## config.mk

```make
export PLATFORM = sky130hd
export DESIGN_NAME = eth_ip_udp_header_parser
export DESIGN_NICKNAME = d
export VERILOG_FILES = /design/src/rtl/eihp_pkg.sv /design/src/rtl/eihp_in_stage.sv /design/src/rtl/eihp_parse.sv /design/src/rtl/eihp_out_stage.sv /design/src/rtl/eth_ip_udp_header_parser.sv
export SDC_FILE = /design/constraint.sdc
export NUM_CORES = 1
export LEC_CHECK = 0
export ABC_AREA = 1
export BUFFER_PORTS_ARGS = -buffer_cell sky130_fd_sc_hd__buf_4
export CAP_MARGIN = 15
export CORE_MARGIN = 5
export CORE_UTILIZATION = 50
export CTS_BUF_LIST = sky130_fd_sc_hd__clkbuf_4
export CTS_CLUSTER_SIZE = 20
export DETAILED_ROUTE_END_ITERATION = 6
export MAX_ROUTING_LAYER = met4
export PLACE_DENSITY = 0.68
export SLEW_MARGIN = 25
export SYNTH_ARGS = -nofsm -noshare
export SYNTH_HDL_FRONTEND = slang
export SYNTH_SLANG_ARGS = --single-unit
```

## constraint.sdc

```tcl
create_clock -name clk -period 10.89 [get_ports clk]
set_clock_uncertainty 0.15 [all_clocks]
set_input_delay 3.267 -clock clk [delete_from_list [all_inputs] [get_ports clk]]
set_output_delay 3.267 -clock clk [all_outputs]
set_load 0.03 [all_outputs]
```

## src/rtl/eihp_pkg.sv

```systemverilog
`default_nettype none

package eihp_pkg;

  // One frame byte on the input channel.
  typedef struct packed {
    logic [7:0] data_byte;
    logic       last_byte;
  } frame_t;

  // One parse result, produced on the last byte of a frame.
  typedef struct packed {
    logic [2:0]  status;
    logic        is_ipv6;
    logic [63:0] dest_addr_high;
    logic [63:0] dest_addr_low;
    logic [15:0] dest_port;
    logic [7:0]  dscp_field;
    logic [14:0] payload_offset;
  } result_t;

  // Status codes of a result.
  localparam logic [2:0] ST_OK       = 3'd0;
  localparam logic [2:0] ST_SHORT    = 3'd1;
  localparam logic [2:0] ST_NOT_IP   = 3'd2;
  localparam logic [2:0] ST_BAD_IP   = 3'd3;
  localparam logic [2:0] ST_NOT_UDP  = 3'd4;
  localparam logic [2:0] ST_BAD_EXT  = 3'd5;
  localparam logic [2:0] ST_TOO_LONG = 3'd6;

  // Ether types.
  localparam logic [15:0] ETH_VLAN = 16'h8100;
  localparam logic [15:0] ETH_IPV4 = 16'h0800;
  localparam logic [15:0] ETH_IPV6 = 16'h86DD;

  // IP protocol and next header numbers.
  localparam logic [7:0] PROTO_HOP   = 8'd0;
  localparam logic [7:0] PROTO_UDP   = 8'd17;
  localparam logic [7:0] PROTO_ROUTE = 8'd43;
  localparam logic [7:0] PROTO_FRAG  = 8'd44;
  localparam logic [7:0] PROTO_DST   = 8'd60;

  // Traffic class with the ECN bits cleared.
  localparam logic [7:0] DSCP_MASK = 8'hFC;

endpackage

`default_nettype wire

```

## src/rtl/eihp_in_stage.sv

```systemverilog
`default_nettype none

// Input register: holds one frame byte until the parser takes it.
module eihp_in_stage (
  input  wire                    clk,
  input  wire                    rst,
  input  wire                    frame_valid,
  output logic                   frame_stall,
  input  wire  eihp_pkg::frame_t frame,
  input  wire                    advance,
  output logic                   item_valid,
  output eihp_pkg::frame_t       item
);

  logic             valid_q;
  eihp_pkg::frame_t item_q;

  // The register frees up whenever its byte moves on in the same cycle.
  assign frame_stall = valid_q && !advance;
  assign item_valid  = valid_q;
  assign item        = item_q;

  always_ff @(posedge clk) begin
    if (rst) begin
      valid_q <= 1'b0;
    end else if (!frame_stall) begin
      valid_q <= frame_valid;
    end
    if (frame_valid && !frame_stall) begin
      item_q <= frame;
    end
  end

endmodule

`default_nettype wire

```

## src/rtl/eihp_parse.sv

```systemverilog
`default_nettype none

// Header parse state. Each step consumes one byte, updates the running
// offsets and captured fields, and on the last byte forms the result and
// clears itself for the next frame.
module eihp_parse #(
  parameter int MAX_FRAME_BYTES = 16384
) (
  input  wire                     clk,
  input  wire                     rst,
  input  wire                     step,
  input  wire  eihp_pkg::frame_t  item,
  output eihp_pkg::result_t       result
);

  // Offsets can run past the frame length by one options header (2 KiB).
  localparam int CNT_W = $clog2(MAX_FRAME_BYTES + 4096);

  typedef enum logic [2:0] {
    PH_NONE = 3'b001,
    PH_OPT  = 3'b010,
    PH_FRAG = 3'b100
  } phase_t;

  logic [CNT_W-1:0] byte_count, byte_count_next;
  logic [15:0]      ether_type, ether_type_next;
  logic             vlan, vlan_next;
  logic [7:0]       next_proto, next_proto_next;
  logic [CNT_W-1:0] ext_start, ext_start_next;
  logic [CNT_W-1:0] udp_start, udp_start_next;
  logic [63:0]      addr_high, addr_high_next;
  logic [63:0]      addr_low, addr_low_next;
  logic [7:0]       dscp, dscp_next;
  logic [15:0]      port, port_next;
  logic [2:0]       parse_status, parse_status_next;
  logic             udp_known, udp_known_next;
  logic             walking, walking_next;
  phase_t           phase, phase_next;
  logic             too_long, too_long_next;

  always_comb begin
    logic [7:0]        din;
    logic [CNT_W-1:0]  off;
    logic [CNT_W-1:0]  ipst;
    logic [CNT_W-1:0]  rel;
    logic [CNT_W-1:0]  len;
    logic [CNT_W-1:0]  udp_eff;
    logic [CNT_W+15:0] offs_wide;
    logic [5:0]        ihl;
    logic [8:0]        opt_units;
    logic              ip_seen;
    logic              opt_hdr;
    logic              check_udp;
    logic [2:0]        fin;

    din               = item.data_byte;
    off               = byte_count;
    byte_count_next   = byte_count;
    ether_type_next   = ether_type;
    vlan_next         = vlan;
    next_proto_next   = next_proto;
    ext_start_next    = ext_start;
    udp_start_next    = udp_start;
    addr_high_next    = addr_high;
    addr_low_next     = addr_low;
    dscp_next         = dscp;
    port_next         = port;
    parse_status_next = parse_status;
    udp_known_next    = udp_known;
    walking_next      = walking;
    phase_next        = phase;
    too_long_next     = too_long;
    rel               = '0;
    ihl               = {din[3:0], 2'b00};
    opt_units         = {1'b0, din} + 9'd1;
    ip_seen           = 1'b0;
    opt_hdr           = 1'b0;

    if (byte_count == CNT_W'(MAX_FRAME_BYTES)) begin
      too_long_next = 1'b1;
    end else begin
      byte_count_next = byte_count + CNT_W'(1);

      // Ethernet type, and the inner type behind one VLAN tag.
      if (off == CNT_W'(12) || off == CNT_W'(13)) begin
        ether_type_next = {ether_type_next[7:0], din};
      end
      if (off == CNT_W'(13) && ether_type_next == eihp_pkg::ETH_VLAN) begin
        vlan_next = 1'b1;
      end
      if (vlan_next && (off == CNT_W'(16) || off == CNT_W'(17))) begin
        ether_type_next = {ether_type_next[7:0], din};
      end
      ipst = vlan_next ? CNT_W'(18) : CNT_W'(14);

      if (off >= ipst) begin
        rel = off - ipst;
        if (ether_type_next == eihp_pkg::ETH_IPV4) begin
          ip_seen = 1'b1;
          if (rel == CNT_W'(0)) begin
            if (din[7:4] != 4'd4 && parse_status_next == eihp_pkg::ST_OK) begin
              parse_status_next = eihp_pkg::ST_BAD_IP;
            end
            if (ihl < 6'd20) begin
              if (parse_status_next == eihp_pkg::ST_OK) begin
                parse_status_next = eihp_pkg::ST_BAD_IP;
              end
            end else begin
              udp_start_next = ipst + CNT_W'(ihl);
              udp_known_next = 1'b1;
            end
          end else if (rel == CNT_W'(1)) begin
            dscp_next = din & eihp_pkg::DSCP_MASK;
          end else if (rel == CNT_W'(9)) begin
            next_proto_next = din;
            if (din != eihp_pkg::PROTO_UDP && parse_status_next == eihp_pkg::ST_OK) begin
              parse_status_next = eihp_pkg::ST_NOT_UDP;
            end
          end else if (rel >= CNT_W'(16) && rel <= CNT_W'(19)) begin
            addr_low_next = {32'd0, addr_low_next[23:0], din};
          end
        end else if (ether_type_next == eihp_pkg::ETH_IPV6) begin
          ip_seen = 1'b1;
          if (rel == CNT_W'(0)) begin
            if (din[7:4] != 4'd6 && parse_status_next == eihp_pkg::ST_OK) begin
              parse_status_next = eihp_pkg::ST_BAD_IP;
            end
            dscp_next      = {din[3:0], 4'd0};
            ext_start_next = ipst + CNT_W'(40);
            walking_next   = 1'b1;
            phase_next     = PH_NONE;
          end else if (rel == CNT_W'(1)) begin
            dscp_next = (dscp_next | {4'd0, din[7:4]}) & eihp_pkg::DSCP_MASK;
          end else if (rel == CNT_W'(6)) begin
            next_proto_next = din;
          end else if (rel >= CNT_W'(24) && rel <= CNT_W'(31)) begin
            addr_high_next = {addr_high_next[55:0], din};
          end else if (rel >= CNT_W'(32) && rel <= CNT_W'(39)) begin
            addr_low_next = {addr_low_next[55:0], din};
          end

          // Extension header walk toward UDP.
          opt_hdr = next_proto_next == eihp_pkg::PROTO_HOP ||
                    next_proto_next == eihp_pkg::PROTO_DST ||
                    next_proto_next == eihp_pkg::PROTO_ROUTE;
          if (walking_next && parse_status_next == eihp_pkg::ST_OK && !udp_known_next) begin
            if (off == ext_start_next) begin
              if (next_proto_next == eihp_pkg::PROTO_UDP) begin
                udp_start_next = ext_start_next;
                udp_known_next = 1'b1;
              end else if (opt_hdr) begin
                phase_next      = PH_OPT;
                next_proto_next = din;
              end else if (next_proto_next == eihp_pkg::PROTO_FRAG) begin
                phase_next      = PH_FRAG;
                next_proto_next = din;
                ext_start_next  = ext_start_next + CNT_W'(8);
              end else begin
                parse_status_next = eihp_pkg::ST_BAD_EXT;
              end
            end else if (phase_next == PH_OPT && off == ext_start_next + CNT_W'(1)) begin
              ext_start_next = ext_start_next + CNT_W'({opt_units, 3'b000});
              phase_next     = PH_NONE;
            end
          end
        end

        if (ip_seen && udp_known_next &&
            (off == udp_start_next + CNT_W'(2) || off == udp_start_next + CNT_W'(3))) begin
          port_next = {port_next[7:0], din};
        end
      end
    end

    // End of frame status, from the state after this byte.
    len       = byte_count_next;
    ipst      = vlan_next ? CNT_W'(18) : CNT_W'(14);
    udp_eff   = udp_start_next;
    check_udp = 1'b0;
    fin       = eihp_pkg::ST_OK;
    opt_hdr   = next_proto_next == eihp_pkg::PROTO_HOP ||
                next_proto_next == eihp_pkg::PROTO_DST ||
                next_proto_next == eihp_pkg::PROTO_ROUTE;
    priority if (too_long_next) begin
      fin = eihp_pkg::ST_TOO_LONG;
    end else if (len < CNT_W'(14)) begin
      fin = eihp_pkg::ST_SHORT;
    end else if (vlan_next && len < CNT_W'(18)) begin
      fin = eihp_pkg::ST_SHORT;
    end else if (ether_type_next == eihp_pkg::ETH_IPV4) begin
      priority if (len < ipst + CNT_W'(20)) begin
        fin = eihp_pkg::ST_SHORT;
      end else if (parse_status_next != eihp_pkg::ST_OK) begin
        fin = parse_status_next;
      end else begin
        check_udp = 1'b1;
      end
    end else if (ether_type_next == eihp_pkg::ETH_IPV6) begin
      priority if (len < ipst + CNT_W'(40)) begin
        fin = eihp_pkg::ST_SHORT;
      end else if (parse_status_next != eihp_pkg::ST_OK) begin
        fin = parse_status_next;
      end else if (udp_known_next) begin
        check_udp = 1'b1;
      end else if (phase_next == PH_OPT) begin
        fin = eihp_pkg::ST_SHORT;
      end else if (phase_next == PH_FRAG && len < ext_start_next) begin
        fin = eihp_pkg::ST_SHORT;
      end else if (next_proto_next == eihp_pkg::PROTO_UDP) begin
        // UDP header starts at the end of the walk, at or past the frame end.
        udp_eff   = ext_start_next;
        check_udp = 1'b1;
      end else if (opt_hdr || next_proto_next == eihp_pkg::PROTO_FRAG) begin
        fin = eihp_pkg::ST_SHORT;
      end else begin
        fin = eihp_pkg::ST_BAD_EXT;
      end
    end else begin
      fin = eihp_pkg::ST_NOT_IP;
    end
    if (check_udp && len < udp_eff + CNT_W'(8)) begin
      fin = eihp_pkg::ST_SHORT;
    end

    offs_wide = {16'd0, udp_eff + CNT_W'(8)};
    result    = '0;
    result.status = fin;
    if (fin == eihp_pkg::ST_OK) begin
      result.is_ipv6        = ether_type_next == eihp_pkg::ETH_IPV6;
      result.dest_addr_high = result.is_ipv6 ? addr_high_next : 64'd0;
      result.dest_addr_low  = result.is_ipv6 ? addr_low_next
                                             : {32'd0, addr_low_next[31:0]};
      result.dest_port      = port_next;
      result.dscp_field     = dscp_next & eihp_pkg::DSCP_MASK;
      result.payload_offset = offs_wide[14:0];
    end
  end

  always_ff @(posedge clk) begin
    if (rst || (step && item.last_byte)) begin
      byte_count   <= '0;
      ether_type   <= '0;
      vlan         <= 1'b0;
      next_proto   <= '0;
      ext_start    <= '0;
      udp_start    <= '0;
      addr_high    <= '0;
      addr_low     <= '0;
      dscp         <= '0;
      port         <= '0;
      parse_status <= eihp_pkg::ST_OK;
      udp_known    <= 1'b0;
      walking      <= 1'b0;
      phase        <= PH_NONE;
      too_long     <= 1'b0;
    end else if (step) begin
      byte_count   <= byte_count_next;
      ether_type   <= ether_type_next;
      vlan         <= vlan_next;
      next_proto   <= next_proto_next;
      ext_start    <= ext_start_next;
      udp_start    <= udp_start_next;
      addr_high    <= addr_high_next;
      addr_low     <= addr_low_next;
      dscp         <= dscp_next;
      port         <= port_next;
      parse_status <= parse_status_next;
      udp_known    <= udp_known_next;
      walking      <= walking_next;
      phase        <= phase_next;
      too_long     <= too_long_next;
    end
  end

endmodule

`default_nettype wire

```

## src/rtl/eihp_out_stage.sv

```systemverilog
`default_nettype none

// Result register: holds one result until the consumer takes it.
module eihp_out_stage (
  input  wire                     clk,
  input  wire                     rst,
  input  wire                     load,
  input  wire  eihp_pkg::result_t result_in,
  output logic                    ready,
  output logic                    result_valid,
  input  wire                     result_stall,
  output eihp_pkg::result_t       result
);

  logic              valid_q;
  eihp_pkg::result_t result_q;

  assign ready        = !valid_q || !result_stall;
  assign result_valid = valid_q;
  assign result       = result_q;

  always_ff @(posedge clk) begin
    if (rst) begin
      valid_q <= 1'b0;
    end else if (load) begin
      valid_q <= 1'b1;
    end else if (!result_stall) begin
      valid_q <= 1'b0;
    end
    if (load) begin
      result_q <= result_in;
    end
  end

endmodule

`default_nettype wire

```

## src/rtl/eth_ip_udp_header_parser.sv

```systemverilog
`default_nettype none

// Channel   Handshake                    Payload    Transaction
// frame     frame_valid / frame_stall    frame_t    one frame byte
// result    result_valid / result_stall  result_t   one parse result per frame
//
// One byte is accepted per cycle while bytes keep coming and no result stall
// holds the input back. An accepted byte waits in the input register and is
// parsed in the cycle it moves on; the result of a frame is loaded into the
// result register as its last byte is parsed. Reset is synchronous and clears
// the parse state and both stages' valid flags. A result stall holds back a
// last byte only while an earlier result still waits; bytes behind it wait too.
module eth_ip_udp_header_parser #(
  parameter int MAX_FRAME_BYTES = 16384
) (
  input  wire                     clk,
  input  wire                     rst,
  input  wire                     frame_valid,
  output logic                    frame_stall,
  input  wire  eihp_pkg::frame_t  frame,
  output logic                    result_valid,
  input  wire                     result_stall,
  output eihp_pkg::result_t       result
);

  logic              item_valid;
  eihp_pkg::frame_t  item;
  logic              advance;
  logic              out_ready;
  eihp_pkg::result_t parsed;

  // A byte in the input register is parsed now unless it ends a frame and
  // the result register cannot take the new result in this cycle.
  assign advance = item_valid && (!item.last_byte || out_ready);

  eihp_in_stage u_in_stage (
    .clk         (clk),
    .rst         (rst),
    .frame_valid (frame_valid),
    .frame_stall (frame_stall),
    .frame       (frame),
    .advance     (advance),
    .item_valid  (item_valid),
    .item        (item)
  );

  // All parsing for one byte happens in this stage, so the running offsets
  // are up to date for the very next byte.
  eihp_parse #(
    .MAX_FRAME_BYTES (MAX_FRAME_BYTES)
  ) u_parse (
    .clk    (clk),
    .rst    (rst),
    .step   (advance),
    .item   (item),
    .result (parsed)
  );

  // The result register loads only when a last byte is parsed.
  eihp_out_stage u_out_stage (
    .clk          (clk),
    .rst          (rst),
    .load         (advance && item.last_byte),
    .result_in    (parsed),
    .ready        (out_ready),
    .result_valid (result_valid),
    .result_stall (result_stall),
    .result       (result)
  );

endmodule

`default_nettype wire
```

-- Yosys cells after proc, flatten, opt, wreduce, memory -nomap -nowiden
Index checks and enable logic that the tools add are counted.
- register bits after elaboration: 413
- bits in latches: 0
- memory bits (writable): 0
- memory bits (read-only): 0
- bits of input ports: 13
- output and inout port bits: 173
- word-level logic and storage cells: 334
- memories: 0
- $add $sub $neg: 13
- multipliers: 0
- divide/modulo/power cells: 0
- order comparisons: 14
- eq/ne operators: 34
- shifts and indexed selects: 0
- muxes and demuxes: 191
- bitwise logic cells: 3
- reduce and logical (&&, ||, !) cells: 50
- operators with widths (cell ; count):
    $mux 64 ; 21
    $mux 15 ; 38
    $mux 8 ; 27
    $mux 3 ; 56
    $mux 16 ; 8
    $eq 15x15->1 ; 4
    $lt 15x15->1 ; 4
    $eq 16x16->1 const B ; 3
    $eq 8x6->1 const B ; 6
    $eq 15x4->1 const B ; 3
    $mux 1 ; 39
    $eq 16x12->1 const B ; 2
    $add 15x1->15 const B ; 2
    $add 15x2->15 const B ; 2
    $add 15x4->15 const B ; 2
    $add 15x6->15 const B ; 2
    $eq 15x5->1 const B ; 2
    $ge 15x5->1 const B ; 2
    $le 15x5->1 const B ; 2
    $logic_and 1x1->1 ; 20
    $eq 8x5->1 const B ; 2
    $logic_not 8->1 ; 2
    $add 15x12->15 ; 1
    $add 15x5->15 const B ; 1
    other kinds (30) ; 54

-- Longest topological paths before layout
- depth after elaboration: 48
- gate-level depth with buffers: 77
- gate-level depth less buffers: 71

-- Cells and area by module
From an unflattened synthesis, not the netlist that was laid out.
- cell total of the unflattened synthesis: 3526
- area, all modules: 26421.6 um2
- modules (own cells, without submodules) (module ; times used ; cells each ; area each (um2) ; seq. area each (um2)):
    eihp_parse ; 1 ; 3330 ; 20906.3 ; 4584.4
    eihp_out_stage ; 1 ; 175 ; 5173.7 ; 5154.9
    eihp_in_stage ; 1 ; 16 ; 316.6 ; 290.3
    eth_ip_udp_header_parser ; 1 ; 5 ; 25.0 ; 0.0

-- Worst setup path before layout
OpenSTA, ideal clock, no wires.
- kind: register to register
- start: register u_parse.byte_count[1]
- end: register u_out_stage.result_q, in the netlist u_out_stage.result[100] (data pin)
- library setup time: 278 ps
- arrival time: 9922 ps
- required time: 10462 ps
- slack: 540 ps
- stages on the path, launching flop included: 71
- path buffers: 6
- clock period less this slack: 10350 ps
- path through: dfxtp_1 clkinv_1 ha_1 nand3_1 a21oi_4 nand2_2 buf_6 nand2_1 o21ai_1 nand2_1 nor2_1 nand3_2 nand2_4 inv_1 fa_1 nor2_2 nor2_2 nand2_1 (+35 left out) ha_1 inv_1 nor2_1 nand2_1 xnor2_1 inv_1 ha_1 a21oi_1 nor2_1 a2111oi_0 o211a_1 nand2_1 nor2_1 nand2_1 nand4_1 buf_2 buf_4 nor3_2
- elaborated cells between the ends (all ways): 230
- those cells by class: add/sub: 10; order compare: 13; eq/ne: 26; mux: 156; reduce/logical: 25
- RTL lines (what ; RTL line ; text):
    start, declared ; eihp_parse.sv:25 ; logic [CNT_W-1:0] byte_count, byte_count_next;
    start signal, assigned ; eihp_parse.sv:257 ; byte_count <= byte_count_next;
    $eq 15x4->1, on equally long branches ; eihp_parse.sv:85, eihp_parse.sv:88 ;
    $logic_or 1x1->1 ; eihp_parse.sv:85 ; if (off == CNT_W'(12) || off == CNT_W'(13)) begin
    $mux 16 ; eihp_parse.sv:85 ;
    $mux 16 ; eihp_parse.sv:79 ; if (byte_count == CNT_W'(MAX_FRAME_BYTES)) begin
    $eq 16x16->1 ; eihp_parse.sv:88 ; if (off == CNT_W'(13) && ether_type_next == eihp_pkg::ETH_VLAN) begin
    $logic_and 1x1->1 ; eihp_parse.sv:88 ;
    $mux 1 ; eihp_parse.sv:88 ;
    $mux 1 ; eihp_parse.sv:79 ;
    (+1 left out) ; -- ;
    via u_parse.vlan_next ; eihp_parse.sv:27 ; logic vlan, vlan_next;
    (+7 left out) ; -- ;
    $mux 15 ; eihp_parse.sv:186 ; end else if (len < CNT_W'(14)) begin
    $mux 15 ; eihp_parse.sv:184 ; priority if (too_long_next) begin
    $add 15x4->15 ; eihp_parse.sv:221 ; if (check_udp && len < udp_eff + CNT_W'(8)) begin
    $lt 15x15->1 ; eihp_parse.sv:221 ;
    $logic_and 1x1->1 ; eihp_parse.sv:221 ;
    $mux 3 (*) ; eihp_parse.sv:221 ;
    $logic_not 3->1 (*) ; eihp_parse.sv:228 ; if (fin == eihp_pkg::ST_OK) begin
    $reduce_and 2->1 (no line) (*) ; -- ;
    end signal, assigned ; eihp_out_stage.sv:31 ; result_q <= result_in;
    end, declared ; eihp_out_stage.sv:16 ; eihp_pkg::result_t result_q;
Mark *: on every way through the listed nets, which the timed path passes. The rest lies on a longest branch. The select of a mux whose other input is x is not followed.
A chain may end at the register's enable or synchronous reset.

-- Final worst setup path
- start: register u_parse.byte_count[1]
- end: register u_out_stage.result_q, in the netlist u_out_stage.result[76] (data pin)
Same word-level chain as after synthesis.

==> run_results.csv <==
group,metric,value,unit
worst_setup_path,cp.arrival,10790,ps
worst_setup_path,regToRegEndpoint,"u_out_stage.result[76]",
route,drtPass1Iterations,6,
synth,synth_top_area_cell,"edfxtp_1",
clock_network,tritoncts,"built",
synth,synth_top_area_frac,0.202,
die,io_pins,186,
synth,ys_async_sr_fraction,0,
synth,synth_area_leaders,"edfxtp_1, dfxtp_1, nand2_1, inv_1, o21ai_0",
route,finalWirelength,89600,microns
sta,setup_slack,543,ps
worst_setup_path,endpoint_kind,"flop",
sta,period_needed,10350,ps
route,num_vias,26000,
route,detail-route-antenna-nets,0,
grt,grt_max_degree,98,
worst_setup_path,regToRegStartpoint,"u_parse.byte_count[1]",
route,drt-initial-drc-count,2480,
synth,synth_area_per_cell,7.21,sq um
worst_setup_path,critPathKind,"reg -> reg",
clock_network,cts_sinks,409,
worst_setup_path,worstRegToRegCells,62,
sta,setup_viol,0,
grt,grt_overflow,0,
route,wl_per_cell,19.0,microns
clock_network,root_buffer,"clkbuf_4",
final_layout,drive_above_1_share,0.191,
synth,netlist_instances,3668,
synth,synth_edf_count,178,
route,drc,0,
job,cap_violations,0,
hold_path,hold_path_end,"u_parse.next_proto[4]",
worst_setup_path,r2r_slack,540,ps
clock_network,cts_max_level,3,
pwr,ir_drop,0.0998,mV
placed_design,io_buffers,183,
final_layout,fillers,4987,
synth,synth_cell_types,72,
die,core_region_area,52400,sq um
final_layout,syn2layout_area_growth,16.6,%
die,initial_core_util,0.504,
die,dieArea,57600,sq um
worst_setup_path,crit_fanout,21,
sta,fmax,0.0966,GHz
clock_network,clk_pin_slew,70,ps
pwr,powerDensity,130,nW/um^2
sta,hold_viol,0,
synth,syn_area,26400,sq um
die,die_x,240,microns
grt,grt_pass1_wl,136000,microns
final_layout,fin_nets,3996,
die,die_h,240,microns
placed_design,gp_congestion,1.04,
grt,grt_antenna_before_repair,3,
sta,fin_crit_sh,0.950,
clock_network,ctsHoldBuffers,0,
route,vias_per_cell,5.53,
synth,yosys_warnings,0,
sta,worstMarginPinSlew,1050,ps
clock_network,clockBufferDepth,3,
sta,whs,314,ps
placed_design,hpwl,64600,microns
grt,global_route.usage.total,0.310,
placed_design,pre_cts_slack,-30.3,ps
synth,synth_flop_cell,"dfxtp_1",
hold_path,hold_path_class,"reg -> reg",
final_layout,seq_area,9970,sq um
worst_setup_path,crit_slowest_cell,"fa_2",
synth,synth_seq_area_share,0.377,
sta,drv_slew,0,
worst_setup_path,cp-start-kind,"flop",
final_layout,layout.cells.non_filler,4703,
worst_setup_path,worst_path_largest_cell_delay,420,ps
final_layout,final_common_cell,"nand2_1",
clock_network,cts_made_buffers,108,
clock_network,insertion_delay,880,ps
final_layout,layout_common_cells,"nand2_1, inv_1, nor2_1",
placed_design,dp_cells,4484,
status,status,"complete, no violations",
pwr,cellLeakagePower,13.3,nW
hold_path,hold_depth,2,
sta,relSlewSlack,0.298,
worst_setup_path,path_common_cell,"nand2_1",
grt,grt_pass1_vias,24000,
final_layout,multi_input_comb_area,13700,sq um
worst_setup_path,cp.required,11330,ps
die,row_count,84,
synth,synth_seq_cells,409,
hold_path,min_from,"u_parse.next_proto[4]",
[worst max-delay path by stage]
stage                                start                 endpoint  slack, ps
CTS                  u_parse.byte_count[0]  u_out_stage.result[110]         20
detailed placement   u_parse.byte_count[0]   u_out_stage.result[76]        -30
floorplan            u_parse.byte_count[1]  u_out_stage.result[100]        540
global route         u_parse.byte_count[1]   u_out_stage.result[73]       -110
finish               u_parse.byte_count[1]   u_out_stage.result[76]        540
global placement    u_parse.byte_count[12]  u_out_stage.result[144]        140
[critical path: cells and delay by family, from the launching register on]
family                   cells  cell delay [ps]
XOR/XNOR                     2              390
flip-flops                   1              310
AO/OA/AOI/OAI               14             2450
adder cells (fa/ha/maj)      5             1580
multiplexers                 1              290
AND/OR/NAND/NOR             31             3470
buffers and inverters        9             1390
[cell families (layout without fill, tap and decap cells)]
group / after synthesis / count (layout) / share of synthesized area
AND/OR/NAND/NOR: 1439 / 1439 / 0.251
adder cells (fa/ha/maj): 64 / 64 / 0.0311
buffers and inverters: 789 / 1132 / 0.119
multiplexers: 22 / 22 / 0.00862
flip-flops: 409 / 409 / 0.377
other: 1 / 5 / 0.000142
AO/OA/AOI/OAI: 868 / 868 / 0.188
XOR/XNOR: 76 / 76 / 0.0260
[routing by layer]
| layer | routed length [microns] | GRT usage | up-vias |
|---|---|---|---|
| met5 | 0 | - | - |
| met4 | 3220 | 0.103 | 0 |
| met3 | 8890 | 0.0779 | 216 |
| met2 | 39500 | 0.468 | 1137 |
| met1 | 38000 | 0.410 | 11900 |
| li1 | - | - | 12700 |
[cell type report]
| cell class | instances | share of cell area |
|---|---|---|
| multi-input cells | 2471 | 0.444 |
| flip-flops and latches | 409 | 0.324 |
| clock buffers | 167 | 0.0407 |
| well taps | 688 | 0.0279 |
| repair buffers | 334 | 0.0854 |
| clock inverters | 36 | 0.00528 |
| inverters | 595 | 0.0731 |
| diodes | 3 | 0.000244 |
[synthesized netlist by cell type, types with 5 or more instances]
cell type and n:
nand3_1 162, nor3_2 72, nor2_1 374, o211ai_1 63
o221ai_1 6, nor4_1 23, nand3b_1 8, ha_1 61
o22ai_1 6, nor3_1 62, edfxtp_1 178, o21a_1 46
or2_2 5, a211oi_1 7, nand2_4 5, clkinv_1 8
dfxtp_1 231, xnor2_1 13, o21ai_0 339, xor2_1 61
a21oi_1 292, clkbuf_1 137, buf_6 10, inv_1 558
nor2_2 16, mux2i_1 20, buf_4 15, inv_2 26
nand2_2 24, nand2_1 620, o21bai_1 6, nand3_2 7
o21ai_1 39, nor2_4 5, buf_2 28, nand4_1 45
a22oi_1 6, o211a_1 13, o21ai_2 12
[metrics by stage]
stage,power [mW],util,TNS [ps],cell area [sq um]
after floorplan,2.31,-,0,26400
after global placement,2.60,0.552,0,28900
after detailed placement,2.60,0.552,-917,28900
after CTS,3.99,0.579,0,30400
after global routing,4.20,0.587,-3610,30800
final,4.00,0.587,0,30800
[state kept, by name (all words and copies together) (netlist names)]
register and count:
u_in_stage.item_valid 1, u_parse.parse_status 3, u_parse.walking 1, u_parse.vlan 1
u_parse.next_proto 8, u_parse.addr_low 64, u_parse.phase 3, u_out_stage.result 169
u_parse.udp_known 1, u_parse.byte_count 15, u_parse.dscp 6, u_parse.udp_start 15
u_parse.addr_high 64, u_parse.ether_type 16, u_parse.ext_start 15, u_in_stage.item 9
u_parse.port 16, u_parse.too_long 1, u_out_stage.result_valid 1
[report_power, final]
group	internal, mW	switching, mW
clock	0.703	0.677
combinational	0.294	0.616
sequential	1.66	0.0428
[what timing repair did]
item	CTS	global route
cloned	0	1
setup buffers	0	12
gates resized for setup	6	76
setup endpoints to repair	158	167
pin swaps	0	14
No activity file was read; power rests on OpenSTA's default activity.
